==> config.mk <==
export PLATFORM = sky130hd
export DESIGN_NAME = positional_insert_delete_search_array
export DESIGN_NICKNAME = d
export VERILOG_FILES = /design/src/hw/rtl/pidsa_pkg.sv /design/src/hw/rtl/positional_insert_delete_search_array.sv /design/src/hw/rtl/pidsa_ctrl.sv /design/src/hw/rtl/pidsa_dp.sv
export SDC_FILE = /design/constraint.sdc
export NUM_CORES = 1
export LEC_CHECK = 0
export BUFFER_PORTS_ARGS = -buffer_cell sky130_fd_sc_hd__buf_2
export CORE_UTILIZATION = 40
export DETAILED_ROUTE_END_ITERATION = 6
export PLACE_DENSITY = 0.54
export SLEW_MARGIN = 25
export SYNTH_ARGS = -nofsm -noshare
export SYNTH_HDL_FRONTEND = slang
export SYNTH_SLANG_ARGS = --single-unit
==> constraint.sdc <==
create_clock -name clk -period 4.5 [get_ports clk]
set_input_delay 0.225 -clock clk [delete_from_list [all_inputs] [get_ports clk]]
set_output_delay 0.225 -clock clk [all_outputs]
set_load 0.02 [all_outputs]
==> src/hw/rtl/pidsa_pkg.sv <==
package pidsa_pkg;

  // List geometry. The port fields are fixed at 5 bits, so the depth is fixed too.
  localparam int DEPTH = 16;
  localparam int IDX_W = $clog2(DEPTH);
  localparam int CNT_W = $clog2(DEPTH + 1);
  localparam int VAL_W = 32;
  localparam int POS_W = 5;

  typedef enum logic [1:0] {
    OP_INSERT = 2'd0,
    OP_DELETE = 2'd1,
    OP_SEARCH = 2'd2,
    OP_READ   = 2'd3
  } opcode_t;

  typedef enum logic [1:0] {
    ST_OK    = 2'd0,
    ST_RANGE = 2'd1,
    ST_FULL  = 2'd2
  } status_t;

  typedef struct packed {
    opcode_t            opcode;
    logic [POS_W-1:0]   position;
    logic signed [31:0] value;
  } in_t;

  typedef struct packed {
    status_t            status;
    logic               found;
    logic signed [31:0] read_value;
    logic [4:0]         entry_count;
  } out_t;

  typedef enum logic [3:0] {
    S_IDLE,
    S_CHECK,
    S_MOVE_RD,
    S_MOVE_WR,
    S_PUT,
    S_SCAN_RD,
    S_SCAN_CMP,
    S_FETCH,
    S_FINISH
  } state_t;

  // controller -> datapath
  typedef struct packed {
    logic cap;      // latch request, run bounds check
    logic rd_move;  // read neighbor of idx for a shift
    logic wr_move;  // write shifted entry at idx, step idx
    logic wr_put;   // write insert value at idx
    logic rd_idx;   // read entry at idx
    logic cmp;      // compare read data with search value, step idx
    logic finish;   // update count, load result register
  } cmd_t;

  // datapath -> controller
  typedef struct packed {
    opcode_t op;
    logic    err;
    logic    last;
  } stat_t;

endpackage

==> src/hw/rtl/positional_insert_delete_search_array.sv <==
// Positional insert / delete / search / read list of up to 16 signed 32-bit values.
//
// Input channel (in_valid / in_ready / in_data): one request per transaction,
// carrying opcode, 1-based position and value. Output channel (out_valid /
// out_ready / out_data): exactly one result transaction per request, in order.
//
// One request is worked at a time; in_ready is high only while idle. Entries
// live in a single-port-read, single-port-write RAM, so each shifted or
// scanned entry goes through a bounds step, a read, then a write or compare.
// The result sits in an output register; if the receiver stalls, the next
// request can be accepted and worked, and it waits in its final step until the
// register is free. Reset (rst_n low, synchronous) empties the list and drops
// any pending result; RAM contents are left as they are.
module positional_insert_delete_search_array
  import pidsa_pkg::*;
(
  input  logic clk,
  input  logic rst_n,
  input  logic in_valid,
  output logic in_ready,
  input  in_t  in_data,
  output logic out_valid,
  input  logic out_ready,
  output out_t out_data
);

  cmd_t  cmd;
  stat_t stat;

  // sequencer: walks one entry at a time, owns the handshakes
  pidsa_ctrl u_ctrl (
    .clk       (clk),
    .rst_n     (rst_n),
    .in_valid  (in_valid),
    .in_ready  (in_ready),
    .out_valid (out_valid),
    .out_ready (out_ready),
    .stat      (stat),
    .cmd       (cmd)
  );

  // storage, count, bounds check and result register
  pidsa_dp u_dp (
    .clk      (clk),
    .rst_n    (rst_n),
    .in_data  (in_data),
    .cmd      (cmd),
    .stat     (stat),
    .out_data (out_data)
  );

  // only one request in flight
  a_one_in_flight: assert property (@(posedge clk) disable iff (!rst_n)
    in_valid && in_ready |=> !in_ready)
    else $error("request accepted while another is in flight");

  a_count_bound: assert property (@(posedge clk) disable iff (!rst_n)
    out_valid |-> out_data.entry_count <= 5'(DEPTH))
    else $error("entry count above depth");

  a_full_count: assert property (@(posedge clk) disable iff (!rst_n)
    out_valid && out_data.status == ST_FULL |-> out_data.entry_count == 5'(DEPTH))
    else $error("full status with list not full");

  a_found_ok: assert property (@(posedge clk) disable iff (!rst_n)
    out_valid && out_data.found |-> out_data.status == ST_OK && out_data.read_value == '0)
    else $error("found flag with bad status or read data");

endmodule

==> src/hw/rtl/pidsa_ctrl.sv <==
module pidsa_ctrl
  import pidsa_pkg::*;
(
  input  logic  clk,
  input  logic  rst_n,
  input  logic  in_valid,
  output logic  in_ready,
  output logic  out_valid,
  input  logic  out_ready,
  input  stat_t stat,
  output cmd_t  cmd
);

  state_t state_r, state_nxt;
  logic   out_valid_r, out_valid_nxt;
  logic   slot_free;

  assign slot_free = !out_valid_r || out_ready;

  always_comb begin
    state_nxt = state_r;
    case (state_r)
      S_IDLE: begin
        if (in_valid) state_nxt = S_CHECK;
      end
      S_CHECK: begin
        if (stat.err) begin
          state_nxt = S_FINISH;
        end else begin
          case (stat.op)
            OP_INSERT: state_nxt = stat.last ? S_PUT : S_MOVE_RD;
            OP_DELETE: state_nxt = stat.last ? S_FINISH : S_MOVE_RD;
            OP_SEARCH: state_nxt = stat.last ? S_FINISH : S_SCAN_RD;
            default:   state_nxt = S_FETCH;
          endcase
        end
      end
      S_MOVE_RD:  state_nxt = S_MOVE_WR;
      S_MOVE_WR:  state_nxt = S_CHECK;
      S_PUT:      state_nxt = S_FINISH;
      S_SCAN_RD:  state_nxt = S_SCAN_CMP;
      S_SCAN_CMP: state_nxt = S_CHECK;
      S_FETCH:    state_nxt = S_FINISH;
      S_FINISH: begin
        if (slot_free) state_nxt = S_IDLE;
      end
      default:    state_nxt = S_IDLE;
    endcase
  end

  always_comb begin
    cmd         = '0;
    cmd.cap     = (state_r == S_IDLE) && in_valid;
    cmd.rd_move = (state_r == S_MOVE_RD);
    cmd.wr_move = (state_r == S_MOVE_WR);
    cmd.wr_put  = (state_r == S_PUT);
    cmd.rd_idx  = (state_r == S_SCAN_RD) || (state_r == S_FETCH);
    cmd.cmp     = (state_r == S_SCAN_CMP);
    cmd.finish  = (state_r == S_FINISH) && slot_free;
  end

  always_comb begin
    out_valid_nxt = out_valid_r;
    if (cmd.finish) begin
      out_valid_nxt = 1'b1;
    end else if (out_ready) begin
      out_valid_nxt = 1'b0;
    end
  end

  always_ff @(posedge clk) begin
    if (!rst_n) begin
      state_r     <= S_IDLE;
      out_valid_r <= 1'b0;
    end else begin
      state_r     <= state_nxt;
      out_valid_r <= out_valid_nxt;
    end
  end

  assign in_ready  = (state_r == S_IDLE);
  assign out_valid = out_valid_r;

endmodule

==> src/hw/rtl/pidsa_dp.sv <==
module pidsa_dp
  import pidsa_pkg::*;
(
  input  logic  clk,
  input  logic  rst_n,
  input  in_t   in_data,
  input  cmd_t  cmd,
  output stat_t stat,
  output out_t  out_data
);

  logic [VAL_W-1:0] mem [DEPTH];

  opcode_t          op_r;
  logic [POS_W-1:0] pos_r;
  logic [VAL_W-1:0] val_r;
  status_t          status_r, status_nxt;
  logic [CNT_W-1:0] idx_r, idx_nxt;
  logic [CNT_W-1:0] count_r, count_nxt;
  logic             found_r, found_nxt;
  logic [VAL_W-1:0] rdata_r;
  out_t             out_r, out_nxt;

  logic [CNT_W:0]   pos_x, cnt_x, idx_x;
  logic [IDX_W-1:0] raddr, waddr;
  logic [VAL_W-1:0] wdata;
  logic             rd_en, wr_en;

  // bounds check on the incoming request
  assign pos_x = (CNT_W + 1)'(in_data.position);
  assign cnt_x = {1'b0, count_r};
  assign idx_x = {1'b0, idx_r};

  always_comb begin
    status_nxt = ST_OK;
    idx_nxt    = idx_r;
    case (in_data.opcode)
      OP_INSERT: begin
        if (cnt_x >= (CNT_W + 1)'(DEPTH)) begin
          status_nxt = ST_FULL;
        end else if (pos_x == '0 || pos_x > cnt_x + 1'b1) begin
          status_nxt = ST_RANGE;
        end
        idx_nxt = count_r;
      end
      OP_SEARCH: begin
        idx_nxt = '0;
      end
      default: begin
        if (pos_x == '0 || pos_x > cnt_x) status_nxt = ST_RANGE;
        idx_nxt = CNT_W'(pos_x - 1'b1);
      end
    endcase
  end

  always_comb begin
    stat.op  = op_r;
    stat.err = (status_r != ST_OK);
    case (op_r)
      OP_INSERT: stat.last = (idx_x == (CNT_W + 1)'(pos_r) - 1'b1);
      OP_DELETE: stat.last = (idx_x + 1'b1 >= cnt_x);
      OP_SEARCH: stat.last = (idx_r >= count_r) || found_r;
      default:   stat.last = 1'b1;
    endcase
  end

  // memory port addressing
  always_comb begin
    rd_en = cmd.rd_move || cmd.rd_idx;
    raddr = idx_r[IDX_W-1:0];
    if (cmd.rd_move) begin
      raddr = (op_r == OP_INSERT) ? IDX_W'(idx_r - 1'b1) : IDX_W'(idx_r + 1'b1);
    end
    wr_en = cmd.wr_move || cmd.wr_put;
    waddr = idx_r[IDX_W-1:0];
    wdata = cmd.wr_put ? val_r : rdata_r;
  end

  always_ff @(posedge clk) begin
    if (wr_en) mem[waddr] <= wdata;
  end

  always_ff @(posedge clk) begin
    if (rd_en) rdata_r <= mem[raddr];
  end

  always_comb begin
    found_nxt = found_r;
    if (cmd.cap) begin
      found_nxt = 1'b0;
    end else if (cmd.cmp && rdata_r == val_r) begin
      found_nxt = 1'b1;
    end
  end

  always_comb begin
    count_nxt = count_r;
    if (cmd.finish && status_r == ST_OK) begin
      if (op_r == OP_INSERT) count_nxt = count_r + 1'b1;
      if (op_r == OP_DELETE) count_nxt = count_r - 1'b1;
    end
  end

  always_comb begin
    out_nxt             = out_r;
    out_nxt.status      = status_r;
    out_nxt.found       = (op_r == OP_SEARCH) && found_r;
    out_nxt.read_value  = (op_r == OP_READ && status_r == ST_OK) ? rdata_r : '0;
    out_nxt.entry_count = 5'(count_nxt);
  end

  always_ff @(posedge clk) begin
    if (!rst_n) begin
      count_r <= '0;
    end else begin
      count_r <= count_nxt;
    end
  end

  always_ff @(posedge clk) begin
    found_r <= found_nxt;
    if (cmd.cap) begin
      op_r     <= in_data.opcode;
      pos_r    <= in_data.position;
      val_r    <= in_data.value;
      status_r <= status_nxt;
      idx_r    <= idx_nxt;
    end else if (cmd.wr_move) begin
      idx_r <= (op_r == OP_INSERT) ? idx_r - 1'b1 : idx_r + 1'b1;
    end else if (cmd.cmp) begin
      idx_r <= idx_r + 1'b1;
    end
    if (cmd.finish) out_r <= out_nxt;
  end

  assign out_data = out_r;

endmodule
# Word-level counts from Yosys, hierarchy flattened
# Memories as Yosys holds them, arrays and structs flattened. A register that Yosys moved wholly into a read port is not among the register bits.
# Index checks and enable logic that the tools add are counted.
# word_totals
register_bits	97
ramBits	512
inputBits	43
output_inout_bits	42
n_memories	1
# op_classes
add_sub_neg	8
n_lt_le_gt_ge	5
eq_ne	16
n_mux	28
n_reduce_logical	25
# mem_list
memory	words	word_bits	rd	rd_clocked_by_memory_dff	wr	line_no	source
u_dp.mem	16	32	1	1	1	pidsa_dp.sv:12	logic [VAL_W-1:0] mem [DEPTH];
# op_table
operator	count
$mux W5	7
$eq A32 B32 Y1	1
$mux W32	1
$mux W4	7
$pmux W4 S7	1
$eq A4 B3 Y1 const B	4
$sub A5 B1 Y5 const B	3
$add A5 B1 Y6 const B	2
$pmux W4 S3	1
$add A5 B1 Y5 const B	2
$pmux W5 S2	1
$eq A4 B2 Y1 const B	2
$logic_or A1 B1 Y1	7
$eq A2 B2 Y1 const B	3
$eq A5 B6 Y1	1
$ge A6 B5 Y1	1
$gt A5 B6 Y1	1
$logic_and A1 B1 Y1	6
$logic_not A2 Y1	3
$logic_not A6 Y1	1
$mux W1	6
$sub A5 B1 Y6 const B	1
$ge A5 B5 Y1	1
$ge A5 B5 Y1 const B	1
other kinds (16)	18

# Logic depth before layout (Yosys ltp)
# depth
ltp_word	7
depth_mapped	12
depth_no_buf	11

# Modules after synthesis
# From an unflattened synthesis, not the netlist that was laid out.
# hier_totals
cells_unflattened	2346
hier_area_um2	30300.3
# modules_own_cells
mod	instances	cells_each	area_each_um2	seq_area_each_um2
pidsa_dp	1	2294	29921.2	19038.3
pidsa_ctrl	1	52	379.1	100.1

# Worst setup path before layout
# Ideal clock, no wire load.
# synth_timing
path_type	register to register
start	register u_dp.idx_r[0]
end	memory u_dp.mem[2][0] (enable)
t_arrival_ns	3.684
required_time_ns	4.039
slack_ns	0.355
stages_incl_launch_ff	7
path_buffers	2
path_cell_list	edfxtp_1 inv_1 clkbuf_1 clkbuf_1 ha_1 nand2_1 nor3_1
# synth_rtl
element	line_no	source
from (decl)	pidsa_dp.sv:18	logic [CNT_W-1:0] idx_r, idx_nxt;
from (signal assigned)	pidsa_dp.sv:127	idx_r <= idx_nxt;
from (signal assigned)	pidsa_dp.sv:129	idx_r <= (op_r == OP_INSERT) ? idx_r - 1'b1 : idx_r + 1'b1;
from (signal assigned)	pidsa_dp.sv:131	idx_r <= idx_r + 1'b1;
to (decl)	pidsa_dp.sv:12	
# No word-level cell before the write port.

# Worst setup path in the final report
# layout_timing
start	register u_dp.op_r[1]
end	register u_dp.rdata_r[25], read port of u_dp.mem (data pin)
# layout_via
elab_chain_cells	3
# layout_rtl
element	line_no	source
from (decl)	pidsa_dp.sv:14	opcode_t op_r;
from (signal assigned)	pidsa_dp.sv:123	op_r <= in_data.opcode;
$logic_not A2 Y1	pidsa_dp.sv:72	raddr = (op_r == OP_INSERT) ? IDX_W'(idx_r - 1'b1) : IDX_W'(idx_r + 1'b1);
$mux W4	pidsa_dp.sv:72	
$mux W4	pidsa_dp.sv:71	if (cmd.rd_move) begin
to (decl)	pidsa_dp.sv:21	logic [VAL_W-1:0] rdata_r;
# Every way passes these cells.
# A chain may end at the register's enable or synchronous reset.

==> summary.md <==
| Metric | Value |
|---|---|
| Crit-path cells | `nor2_1 -> a21oi_4 -> xnor2_4 -> buf_12 -> mux2i_1 -> a21oi_1 -> o21ai_0 -> nand3_1` |
| Post-CTS Setup Repair Bufs | `0` |
| Yosys reg bits | `641` |
| Sequential cell area fraction in the yosys report | `61.5%` |
| Full die area | `0.0789 mm2` |
| Share of cell area taken by muxes after synthesis | `18.3%` |
| Overall power consumption | `around 17 mW` |
| Half-perimeter wire length of the detailed placement result | `between 50000 and 60000 um` |
| Layout Cells excl Fill | `3467` |
| Final standard cell area without fillers | `0.0359 mm2` |
| Nets | `about 2.5k` |
| Count of hold-fix buffers inserted at cts | `41` |
| Die Y-Extent | `between 200 and 300 um` |
| GRT Total Usage | `between 20 and 25%` |
| Count of placed standard cells including taps | `around 3.3k` |
| FF-to-FF path depth | `8` |
| Top post-synthesis cells by area | `edfxtp_1 61%, mux2i_1 12%, mux2_2 5.9%` |
| Most used flip-flop cell after synthesis | `edfxtp_1` |
| Most frequent cell after synthesis | `edfxtp_1` |
| Residual DRC | `0` |
| Worst Setup Slack post-DPL | `just over 1 ns` |
| Max IR drop VDD | `just under 0.3 mV` |
| Proportion of power drawn by combinational gates | `22.8%` |
| Hold wc startpoint | `in_valid` |
| Critical Path Fanout Max | `77` |
| Num Clock Sinks | `641` |
| Post-route ant nets | `0` |
| Post-route setup TNS | `0 ns` |
| Count of input and output buffers | `84` |
| Clock slew at the register clock pins of the worst setup and hold paths | `~0.060 ns` |
| Number of antenna violations at the first check in global routing | `1` |
| Worst-case register-to-register setup slack | `between 1 and 1.5 ns` |
| Master cell of the clock root buffer | `clkbuf_16` |
| Worst Skew | `between 0.015 and 0.02 ns` |
| Hold Path Class | `input port to register` |
| Clock network power share | `a little over a third` |
| Worst endpoint data arrival time | `approximately 3.8 ns` |
| Crit-path max cell delay | `just over 0.6 ns` |
| Most area-hungry cell type in the Yosys netlist | `edfxtp_1` |
| Final setup vio count | `0` |
| Worst hold path stage count | `4` |
| Fraction of registers with async set/reset | `0%` |
| Simple-gate area share of the yosys netlist | `roughly 4.5%` |
| Sw frac | `between 20 and 30%` |
| Synth Area in Compound Gates | `between 10% and 20%` |
| Classification of the worst setup path | `register to register` |
| Post-synth top area share | `between 60% and 70%` |
| Die Span X | `between 200 and 300 um` |
| Adder-cell share of the synthesized area | `~1.2%` |
| Number of flops mapped to enable cells by yosys | `630` |
| Reg2Reg Launch Point | `u_dp.op_r[1]$_DFFE_PP_` |
| Shortest period the worst path allows | `3.40 ns` |
| Initial Utilization | `between 40% and 50%` |
| Routability-driven placement congestion ratio | `0.793` |
| Power Density | `roughly 460 mW/mm2` |
| Cell count after synthesis | `between 2k and 2.5k` |
| Required time of the critical path | `between 4 and 5 ns` |
| Post-Syn Area per Cell | `between 10 and 15 um2` |
| Avg Vias per Cell | `approximately 5.8` |
| Insertion delay of the later-clocked pin in the worst-skew pair | `0.63 ns` |
| Syn Nets | `approximately 2.4k` |
| Reg power frac | `about two fifths` |
| Placeable core region | `~0.076 mm2` |
| Final worst-path setup slack | `roughly 1.1 ns` |
| Max-slew violation count | `0` |
| Max cap viols | `0` |
| Leakage power | `about 13 nW` |
| RSZ-0062 raised after global routing | `false` |
| Count of synthesis-stage warnings from yosys | `0` |
| Switching Power | `between 4 and 5 mW` |
| Distinct cell type count after synthesis | `between 50 and 60` |
| Via count | `20.0k` |
| Final critical-path share of the clock period | `75.5%` |
| Cell area after placement | `about 0.033 mm2` |
| Fraction of final layout cells sized beyond drive strength 1 | `between 10% and 20%` |
| Inserted Diodes | `0` |
| Crit path capture type | `register` |
| Clock Path Buffers | `3` |
| Final wirelength | `~90000 um` |
| DR pass1 iterations | `5` |
| Pint | `~12 mW` |
| Worst Hold Margin | `0.0958 ns` |
| Kind of start point of the critical path | `register` |
| Combinational family with the most area after synthesis | `multiplexers` |
| Standard cell with the maximum stage delay on the critical path | `nor2_1` |
| Max_slew headroom | `about a third` |
| Worst Max-Slew Pin Slew | `0.985 ns` |
| Vias in the first global route | `19.9k` |
| H-tree Lvls | `3` |
| Maximum number of pins on one net before global-route repair | `around 160` |
| Destination of the worst hold path | `u_ctrl.state_r[2]$_SDFFE_PN0P_` |
| First-pass GRT wire length | `130000 um` |
| Synth Cell Area | `roughly 0.031 mm2` |
| Status | `finished clean` |
| Sum of overflow across all layers after global routing | `0` |
| Highest clock rate | `0.294 GHz` |
| Number of buffers inserted during clock tree synthesis | `74` |
| Floorplan row count | `roughly 100` |
| Area growth from synthesis to final layout | `15.3%` |
| Area share of xor/xnor cells in the synthesized design | `under 10%` |
| Average routed wire per standard cell | `25.7 um` |
| I/O pins | `85` |
| Critical register-to-register path endpoint | `u_dp.rdata_r[25]$_DFFE_PP_` |
| Top cells by count, synth | `630 x edfxtp_1, 384 x mux2i_1, 227 x o21ai_0` |
| Utilization of the core after routing | `a little under half` |
| Final hold violation count | `0` |
| Initial DRC count | `roughly 1.5k` |
| Post-CTS Resized | `0` |
| TritonCTS clock tree | `built` |
cell families after synthesis:
kind of cell	Yosys count
xor gates and xnor gates	56
and+or+nand+nor	277
DFF	641
adders and majority gates	30
AOI/OAI and AO/OA	546
buffers and inverters	182
muxes	547
cell usage in the layout (no fill, tap or decap), drive strengths merged, types with 34 or more instances in the layout:
| master | count |
|---|---|
| a22oi | 34 |
| mux2i | 384 |
| edfxtp | 630 |
| nor2 | 69 |
| clkbuf | 95 |
| mux2 | 163 |
| a21oi | 146 |
| nand3 | 42 |
| and2 | 39 |
| buf | 147 |
| dlygate4sd3 | 41 |
| nor3 | 41 |
| o221ai | 63 |
| o21ai | 239 |
final cells by class:
cell class / count / area, um2
inverters: 17 / 63.8
well taps: 1030 / 1290
clock inverters: 40 / 449
multi-input cells: 1456 / 11500
clock buffers: 95 / 1970
repair buffers: 188 / 1500
fillers: 6659 / 40600
flip-flops and latches: 641 / 19100
power by group through the flow:
stage	logic (mW)	registers, mW	clock network, mW
floorplan	2.66	6.94	0
global placement	3.70	6.97	0
detailed placement	3.75	6.97	0
CTS	3.79	6.85	6.07
global route	4.07	6.86	6.30
finish	3.77	6.85	5.94
worst max-delay path by stage:
| stage | start | to |
|---|---|---|
| 3_5_place_dp | u_dp.op_r[0]$_DFFE_PP_ | u_dp.rdata_r[25]$_DFFE_PP_ |
| 3_3_place_gp | u_dp.op_r[0]$_DFFE_PP_ | u_dp.rdata_r[25]$_DFFE_PP_ |
| 6_report | u_dp.op_r[1]$_DFFE_PP_ | u_dp.rdata_r[25]$_DFFE_PP_ |
| 4_1_cts | u_dp.op_r[0]$_DFFE_PP_ | u_dp.rdata_r[30]$_DFFE_PP_ |
| 2_1_floorplan | u_dp.idx_r[0]$_DFFE_PP_ | u_dp.mem[2][0]$_DFFE_PP_ |
| 5_1_grt | u_dp.op_r[0]$_DFFE_PP_ | u_dp.rdata_r[25]$_DFFE_PP_ |
flip-flops by register name, indices dropped and copies added, names as in the netlist:
signal            cells
u_ctrl.out_valid      1
u_ctrl.state_r        4
u_dp.count_r          5
u_dp.found_r          1
u_dp.idx_r            5
u_dp.mem            512
u_dp.op_r             2
u_dp.out_data        40
u_dp.pos_r            5
u_dp.rdata_r         32
u_dp.status_r         2
u_dp.val_r           32
critical path: cells and delay by family (launching register included):
family | cells | cell delay [ns]
buf+inv | 1 | 0.51
mux | 1 | 0.26
simple gates | 2 | 0.74
compound gates | 3 | 0.62
xor+xnor | 1 | 0.43
flops | 1 | 0.55
routing by layer:
| layer | up-vias | share of wire, % | global-route usage [%] |
|---|---|---|---|
| met5 | - | 0 | 0 |
| met1 | 10200 | 45 | 31.1 |
| met3 | 138 | 5.3 | 2.92 |
| met2 | 562 | 47 | 37.1 |
| met4 | 0 | 2.7 | 6.87 |
| li1 | 9102 | - | - |
(Power assumes the default switching activity.)
